File: config.mk
export PLATFORM = sky130hd
export DESIGN_NAME = scua_ctrl
export DESIGN_NICKNAME = d
export VERILOG_FILES = /design/src/rtl/core/scua_pkg.sv /design/src/rtl/core/scua_ctrl.sv
export SDC_FILE = /design/constraint.sdc
export NUM_CORES = 1
export LEC_CHECK = 0
export BUFFER_PORTS_ARGS = -buffer_cell sky130_fd_sc_hd__buf_4
export CAP_MARGIN = 20
export CORE_AREA = 2 2 46 52
export DETAILED_ROUTE_END_ITERATION = 10
export DIE_AREA = 0 0 48 54
export PLACE_DENSITY = 0.94
export SLEW_MARGIN = 25
export SYNTH_ARGS = -nofsm -noshare
export SYNTH_HDL_FRONTEND = slang
export SYNTH_SLANG_ARGS = --single-unit
File: constraint.sdc
create_clock -name clk_i -period 3.1 [get_ports clk_i]
set_clock_uncertainty 0.1 [all_clocks]
set_input_delay 0.31 -clock clk_i [delete_from_list [all_inputs] [get_ports clk_i]]
set_output_delay 0.31 -clock clk_i [all_outputs]
set_load 0.1 [all_outputs]
File: src/rtl/core/scua_pkg.sv
// shared constants, types and class tables for the size-class unit allocator
package scua_pkg;

  localparam int unsigned MAX_UNITS       = 65536;
  localparam int unsigned NUM_CLASSES     = 38;
  localparam int unsigned MAX_BLOCK_UNITS = 128;
  localparam int unsigned AW              = 16;
  localparam int unsigned LW              = AW + 1;
  localparam int unsigned CW              = 6;
  localparam int unsigned HW              = 17;

  localparam logic [2:0] MODE_INIT   = 3'd0;
  localparam logic [2:0] MODE_CTX    = 3'd1;
  localparam logic [2:0] MODE_ALLOC  = 3'd2;
  localparam logic [2:0] MODE_EXPAND = 3'd3;
  localparam logic [2:0] MODE_SHRINK = 3'd4;
  localparam logic [2:0] MODE_FREE   = 3'd5;

  localparam logic [4:0] OP_NONE         = 5'd0;
  localparam logic [4:0] OP_LOAD         = 5'd1;
  localparam logic [4:0] OP_INIT         = 5'd2;
  localparam logic [4:0] OP_CTX          = 5'd3;
  localparam logic [4:0] OP_BUMP         = 5'd4;
  localparam logic [4:0] OP_RES_ADDR     = 5'd5;
  localparam logic [4:0] OP_TGT_POP_CLS  = 5'd6;
  localparam logic [4:0] OP_TGT_POP_BIG  = 5'd7;
  localparam logic [4:0] OP_LINK_RD      = 5'd8;
  localparam logic [4:0] OP_POP_WR       = 5'd9;
  localparam logic [4:0] OP_PUSH_WR      = 5'd10;
  localparam logic [4:0] OP_TGT_FREE     = 5'd11;
  localparam logic [4:0] OP_RES_POP      = 5'd12;
  localparam logic [4:0] OP_SPLIT_ALLOC  = 5'd13;
  localparam logic [4:0] OP_SPLIT_SHRINK = 5'd14;
  localparam logic [4:0] OP_SPLIT_T1     = 5'd15;
  localparam logic [4:0] OP_SPLIT_T2     = 5'd16;
  localparam logic [4:0] OP_COPY_EXP     = 5'd17;
  localparam logic [4:0] OP_COPY_SHR     = 5'd18;
  localparam logic [4:0] OP_EMIT         = 5'd19;

  typedef struct packed {
    logic [4:0] op;
  } cmd_t;

  typedef struct packed {
    logic [2:0] mode;
    logic       big128;
    logic       cls_eq;
    logic       cls_gt;
    logic       hit;
    logic       bump_fits;
    logic       ctx_fits;
    logic       found;
    logic       split_two;
  } status_t;

  function automatic logic [7:0] sat_count(input logic [7:0] n);
    logic [7:0] r;
    r = n;
    if (n == 8'd0) r = 8'd1;
    if (n > 8'd128) r = 8'd128;
    return r;
  endfunction

  // n is already in 1..128
  function automatic logic [CW-1:0] class_of(input logic [7:0] n);
    logic [7:0]  t;
    logic [11:0] m;
    logic [CW-1:0] c;
    t = 8'd0;
    m = 12'd0;
    if (n <= 8'd4) begin
      c = CW'(n - 8'd1);
    end else if (n <= 8'd12) begin
      t = (n - 8'd5) >> 1;
      c = CW'(t + 8'd4);
    end else if (n <= 8'd24) begin
      m = 12'(n - 8'd13) * 12'd11;
      c = CW'(m[11:5] + 7'd8);
    end else begin
      t = (n - 8'd25) >> 2;
      c = CW'(t + 8'd12);
    end
    return c;
  endfunction

  function automatic logic [7:0] class_units(input logic [CW-1:0] c);
    logic [7:0] u;
    case (c)
      6'd0:  u = 8'd1;
      6'd1:  u = 8'd2;
      6'd2:  u = 8'd3;
      6'd3:  u = 8'd4;
      6'd4:  u = 8'd6;
      6'd5:  u = 8'd8;
      6'd6:  u = 8'd10;
      6'd7:  u = 8'd12;
      6'd8:  u = 8'd15;
      6'd9:  u = 8'd18;
      6'd10: u = 8'd21;
      6'd11: u = 8'd24;
      default: begin
        if (c < 6'd38) u = 8'd28 + {c - 6'd12, 2'b00};
        else u = 8'd128;
      end
    endcase
    return u;
  endfunction

endpackage

File: src/rtl/core/scua_ctrl.sv
// allocator controller: sequences pops, pushes, splits and the result register
module scua_ctrl (
  input  logic              clk_i,
  input  logic              rst_ni,
  input  logic              in_valid_i,
  output logic              in_ready_o,
  output logic              out_valid_o,
  input  logic              out_ready_i,
  input  scua_pkg::status_t status_i,
  output scua_pkg::cmd_t    cmd_o
);

  localparam logic [3:0] S_IDLE     = 4'd0;
  localparam logic [3:0] S_DISP     = 4'd1;
  localparam logic [3:0] S_ALLOC    = 4'd2;
  localparam logic [3:0] S_POP_RD   = 4'd3;
  localparam logic [3:0] S_POP_LK   = 4'd4;
  localparam logic [3:0] S_POP_WR   = 4'd5;
  localparam logic [3:0] S_AL_POP   = 4'd6;
  localparam logic [3:0] S_AL_BIG   = 4'd7;
  localparam logic [3:0] S_SPLIT    = 4'd8;
  localparam logic [3:0] S_SPLIT2   = 4'd9;
  localparam logic [3:0] S_AL_DONE  = 4'd10;
  localparam logic [3:0] S_SHR_POP  = 4'd11;
  localparam logic [3:0] S_PUSH_RD  = 4'd12;
  localparam logic [3:0] S_PUSH_WR  = 4'd13;
  localparam logic [3:0] S_FIN      = 4'd14;

  logic [3:0] state_q, state_d, ret_q, ret_d, sret_q, sret_d;
  logic       out_valid_q, out_valid_d;
  logic       slot_free;

  assign slot_free = !out_valid_q || out_ready_i;

  always_comb begin
    state_d    = state_q;
    ret_d      = ret_q;
    sret_d     = sret_q;
    cmd_o.op   = scua_pkg::OP_NONE;
    in_ready_o = 1'b0;
    case (state_q)
      S_IDLE: begin
        in_ready_o = 1'b1;
        if (in_valid_i) begin
          cmd_o.op = scua_pkg::OP_LOAD;
          state_d  = S_DISP;
        end
      end
      S_DISP: begin
        state_d = S_FIN;
        case (status_i.mode)
          scua_pkg::MODE_INIT: cmd_o.op = scua_pkg::OP_INIT;
          scua_pkg::MODE_CTX: begin
            if (status_i.ctx_fits) cmd_o.op = scua_pkg::OP_CTX;
            else state_d = S_ALLOC;
          end
          scua_pkg::MODE_ALLOC: state_d = S_ALLOC;
          scua_pkg::MODE_EXPAND: begin
            if (status_i.big128) state_d = S_FIN;
            else if (status_i.cls_eq) cmd_o.op = scua_pkg::OP_RES_ADDR;
            else state_d = S_ALLOC;
          end
          scua_pkg::MODE_SHRINK: begin
            if (status_i.cls_eq) begin
              cmd_o.op = scua_pkg::OP_RES_ADDR;
            end else if (status_i.cls_gt) begin
              state_d = S_FIN;
            end else if (status_i.hit) begin
              cmd_o.op = scua_pkg::OP_TGT_POP_CLS;
              ret_d    = S_SHR_POP;
              state_d  = S_POP_RD;
            end else begin
              cmd_o.op = scua_pkg::OP_SPLIT_SHRINK;
              sret_d   = S_FIN;
              state_d  = S_SPLIT;
            end
          end
          scua_pkg::MODE_FREE: begin
            cmd_o.op = scua_pkg::OP_TGT_FREE;
            ret_d    = S_FIN;
            state_d  = S_PUSH_RD;
          end
          default: state_d = S_FIN;
        endcase
      end
      S_ALLOC: begin
        if (status_i.hit) begin
          cmd_o.op = scua_pkg::OP_TGT_POP_CLS;
          ret_d    = S_AL_POP;
          state_d  = S_POP_RD;
        end else if (status_i.bump_fits) begin
          cmd_o.op = scua_pkg::OP_BUMP;
          state_d  = S_AL_DONE;
        end else if (status_i.found) begin
          cmd_o.op = scua_pkg::OP_TGT_POP_BIG;
          ret_d    = S_AL_BIG;
          state_d  = S_POP_RD;
        end else begin
          state_d = S_FIN;
        end
      end
      S_POP_RD: state_d = S_POP_LK;
      S_POP_LK: begin
        cmd_o.op = scua_pkg::OP_LINK_RD;
        state_d  = S_POP_WR;
      end
      S_POP_WR: begin
        cmd_o.op = scua_pkg::OP_POP_WR;
        state_d  = ret_q;
      end
      S_AL_POP: begin
        cmd_o.op = scua_pkg::OP_RES_POP;
        state_d  = S_AL_DONE;
      end
      S_AL_BIG: begin
        cmd_o.op = scua_pkg::OP_SPLIT_ALLOC;
        sret_d   = S_AL_DONE;
        state_d  = S_SPLIT;
      end
      S_SPLIT: begin
        if (status_i.split_two) begin
          cmd_o.op = scua_pkg::OP_SPLIT_T1;
          ret_d    = S_SPLIT2;
          state_d  = S_PUSH_RD;
        end else begin
          state_d = S_SPLIT2;
        end
      end
      S_SPLIT2: begin
        cmd_o.op = scua_pkg::OP_SPLIT_T2;
        ret_d    = sret_q;
        state_d  = S_PUSH_RD;
      end
      S_AL_DONE: begin
        if (status_i.mode == scua_pkg::MODE_EXPAND) begin
          cmd_o.op = scua_pkg::OP_COPY_EXP;
          ret_d    = S_FIN;
          state_d  = S_PUSH_RD;
        end else begin
          state_d = S_FIN;
        end
      end
      S_SHR_POP: begin
        cmd_o.op = scua_pkg::OP_COPY_SHR;
        ret_d    = S_FIN;
        state_d  = S_PUSH_RD;
      end
      S_PUSH_RD: state_d = S_PUSH_WR;
      S_PUSH_WR: begin
        cmd_o.op = scua_pkg::OP_PUSH_WR;
        state_d  = ret_q;
      end
      S_FIN: begin
        if (slot_free) begin
          cmd_o.op = scua_pkg::OP_EMIT;
          state_d  = S_IDLE;
        end
      end
      default: state_d = S_IDLE;
    endcase
  end

  always_comb begin
    out_valid_d = out_valid_q;
    if (cmd_o.op == scua_pkg::OP_EMIT) out_valid_d = 1'b1;
    else if (out_ready_i) out_valid_d = 1'b0;
  end

  always_ff @(posedge clk_i or negedge rst_ni) begin
    if (!rst_ni) begin
      state_q     <= S_IDLE;
      ret_q       <= S_IDLE;
      sret_q      <= S_IDLE;
      out_valid_q <= 1'b0;
    end else begin
      state_q     <= state_d;
      ret_q       <= ret_d;
      sret_q      <= sret_d;
      out_valid_q <= out_valid_d;
    end
  end

  assign out_valid_o = out_valid_q;

endmodule

== Yosys cells after proc, flatten, opt, wreduce, memory -nomap -nowiden ==
Cells that the tools add are included.
Widths: inputs -> output; s select.
Storage, ports and cells
  bits in read-only memories: 0
  flip-flop bits (word level): 13
  output and inout bits: 7
  memory bits (writable): 0
  latch bits: 0
  bits of input ports: 15
  logic and storage cells: 98
  memories: 0
Cells by class
  $add $sub $neg: 0
  reduce and logical (&&, ||, !) cells: 12
  magnitude comparators: 0
  divide/modulo/power cells: 0
  shift operators: 0
  muxes and demuxes: 48
  $mul: 0
  bitwise gates (word level): 0
  eq/ne operators: 34
Operators with widths (count)
  $mux 4: 27
  $pmux 5 s13: 1
  $pmux 4 s13: 1
  $pmux 4 s5: 2
  $eq 4x4->1 const B: 7
  $pmux 4 s6: 1
  $mux 3: 6
  $eq 4x3->1 const B: 4
  $ne 2x2->1 const B: 8
  $pmux 4 s2: 2
  $ne 3x3->1 const B: 5
  $mux 5: 2
  $reduce_and 9->1: 1
  $eq 4x2->1 const B: 2
  $eq 3x2->1 const B: 2
  $eq 3x3->1 const B: 2
  $reduce_bool 6->1: 1
  $eq 5x5->1 const B: 1
  $reduce_and 5->1: 1
  $eq 4x1->1 const B: 1
  $logic_not 4->1: 1
  $mux 1: 4
  $mux 2: 2
  $reduce_bool 2->1: 2
  7 further kinds: 8

== Depth between registers and ports, before layout ==
  word-level depth: 7
  depth in mapped cells: 7
  mapped depth without buffers: 5

== Least setup slack after synthesis ==
OpenSTA, ideal clock, no wires.
  path kind: reg2out
  start point: register out_valid_q, in the netlist out_valid_o
  end point: output port cmd_o[1] (netlist bit)
  stages on the path, launching flop included: 6
  data required time: 2.690 ns
  arrival time: 3.396 ns
  setup slack: -0.706 ns
  path buffers: 0
  path through: dfrtp_1 > nand2b_1 > nand3_1 > a21oi_1 > a21oi_1 > o21ai_0
RTL lines
  from (decl): line scua_ctrl.sv:30  | logic out_valid_q, out_valid_d;
  from (signal assigned): line scua_ctrl.sv:179  | out_valid_q <= out_valid_d;
  to (decl): line scua_ctrl.sv:10  | output scua_pkg::cmd_t cmd_o

==> reports/metrics.cfg <==
[outcome]
status = completed

[placement]
pre_cts_slack_ns = 0.783
place_congestion = 0.984
dp.final_hpwl_um = 2350
dp.cells = 195
io_buffers = 21
placed_area_sq_um = 1320

[cells_and_area]
layout-drive-gt1-share_pct = 22.9
finalNetCount = 186
n_antenna_cell = 0
syn2layout_area_growth_pct = 15.3
design_area_sq_um = 1360
fin_cells = 200
fin_util_pct = 63.6

[cts]
cts.htree.levels = 1
root_buffer = clkbuf_4
cts_buffers = 3
clkTransAtPathRegs_ns = 0.06
cts_sinks = 11
cts_resized = 0
cts_tree = yes
clk_latency_ns = 0.26
clockBufferDepth = 2

[yosys]
async_flop_share_pct = 100
synth_flop_cell = dfrtp_1
synth-edff-count = 0
avgSynthCellArea_sq_um = 7.61
yosys.area.top_type = dfrtp_1
synth_area_sq_um = 1180
synth_top_area_share_pct = 23.3
syn_inst = 155
synth_area_leaders = dfrtp_1, nor4b_4, a21oi_1, o21ai_0, nor2_1
synth_fp_nets = 170
yosys_register_bits = 11
synthTopCellsByCount = nor2_1, a21oi_1, nand2_1, o21ai_0, dfrtp_1
ys.warnings.count = 0
seq_area_frac_synth_pct = 23.3
yosysMostFrequentCell = nor2_1
synthDistinctLibCells = 49

[timing]
fin_crit_sh_pct = 85.2
setup_ws_ns = 0.459
drv_slew = 0
hold_viol = 0
tns_ns = 0
max_freq_ghz = 0.379
setup_viol = 0
rsz0062_at_grt = false
maxSlewHeadroom_pct = 45.1
fin_crit_ns = 2.64
hold_ws_ns = 0.304
tightest_slew_ns = 0.823

[floorplanning]
rows = 18
die_y_um = 54
die_x_um = 48
start_util_pct = 55.1
core_area_sq_um = 2140
dieArea_sq_um = 2590
io_pins = 22

[detailed_routing]
wirelength_um = 3050
drt-vias-per-instance = 6.38
first_iter_violations = 60
via_count = 1275
drc = 0
routedWlPerCell_um = 15.3
ant_nets = 0
drtPass1Iterations = 5

[worst_setup_path]
cp-end-kind = output pin
critPathLaunchType = flip-flop
crit_start = state_q[2]$_DFFE_PN0P_
r2r_start = state_q[2]$_DFFE_PN0P_
worstPathArrival_ns = 2.23
crit_family = flip-flops
cp_max_fo = 25
crit_top_cell = nor2_1
path_buf_inv = 1
critPathSlowestCell = dfrtp_1
cp.required_ns = 2.69
cp_slowest_stage_delay_ns = 0.88
timing.critical_path.cells = nor2_1 -> a32oi_1 -> nor2_1 -> or3_1 -> buf_4
worstSetupPathType = flip-flop to output pin

[global_routing]
gr-total-overflow = 0
grt_usage_pct = 26.0
grt_max_degree = 26
grt_pass1_vias = 1082
antenna_found_initial = 0
grt_pass1_wl_um = 4710

[power_and_ir_drop]
leakagePower_nw = 0.560
power_mw = 1.58
peakVddDrop_uv = 994
cellPowerDensity_nw_per_um2 = 1160

[min_path]
hp-start = status_i[4]
hold_path_class = primary input to flip-flop

[run]
cap_viol_max_count = 0

## repair_timing
| item | in CTS | in global routing |
|---|---|---|
| hold buffers | 1 | 0 |
| buffers inserted | 0 | 0 |
| hold endpoints to repair | 11 | 0 |
## worst paths after layout
kind / endpoint / slack [ns] / cells after the start
min in group asynchronous: ret_q[1]$_DFFE_PN0P_ / 0.31 / 2
worst min-delay path: state_q[0]$_DFFE_PN0P_ / 0.30 / 3
worst max-delay path: cmd_o[2] / 0.46 / 5
worst min register to register: ret_q[0]$_DFFE_PN0P_ / 0.41 / 1
max in group asynchronous: ret_q[3]$_DFFE_PN0P_ / 2.44 / 2
worst max register to register: ret_q[2]$_DFFE_PN0P_ / 0.75 / 5
## tightest hold or removal path: stages
cell     delay, ns
buf_4         0.15
o21ai_0       0.08
a21oi_1       0.08
## cell usage in the layout (no fill, tap or decap), drive strengths merged, types with 5 or more instances in the layout
| cell | n |
|---|---|
| a21oi | 15 |
| buf | 22 |
| dfrtp | 11 |
| inv | 6 |
| nand2 | 15 |
| nand2b | 7 |
| nand3 | 5 |
| nor2 | 15 |
| nor2b | 6 |
| o21ai | 15 |
## logic make-up (layout without fill, tap and decap cells)
kind of cell	count (synthesis)	in the layout	synth area share, %
compound gates	52	52	28.6
xor+xnor	1	1	0.742
buf+inv	18	33	7.53
flops	11	11	23.3
mux	4	4	3.82
simple gates	69	69	36.0
## state kept, by name (all words and copies together), names as in the netlist
signal,cells
sret_q,2
out_valid_o,1
ret_q,4
state_q,4
## metal layers
metal	vias to the layer above	track usage, %	wire, um
met5	-	0	0
met1	595	31.3	1190
met2	65	42.4	1550
met3	13	5.37	209
li1	602	-	-
met4	0	13.5	110
## layout make-up
type,count,area (sq um)
repair buffers,23,175
well taps,30,37.5
fillers,194,779
inverters,6,22.5
clock buffers,4,26.3
flip-flops and latches,11,275
multi-input cells,126,823
## report_power, final
group | switching, mW | total (mW) | internal (mW)
clock network | 0.0423 | 0.0920 | 0.0497
registers | 0.180 | 0.381 | 0.201
logic | 0.737 | 1.11 | 0.370
total | 0.960 | 1.58 | 0.621
No activity file was read; power rests on OpenSTA's default activity.
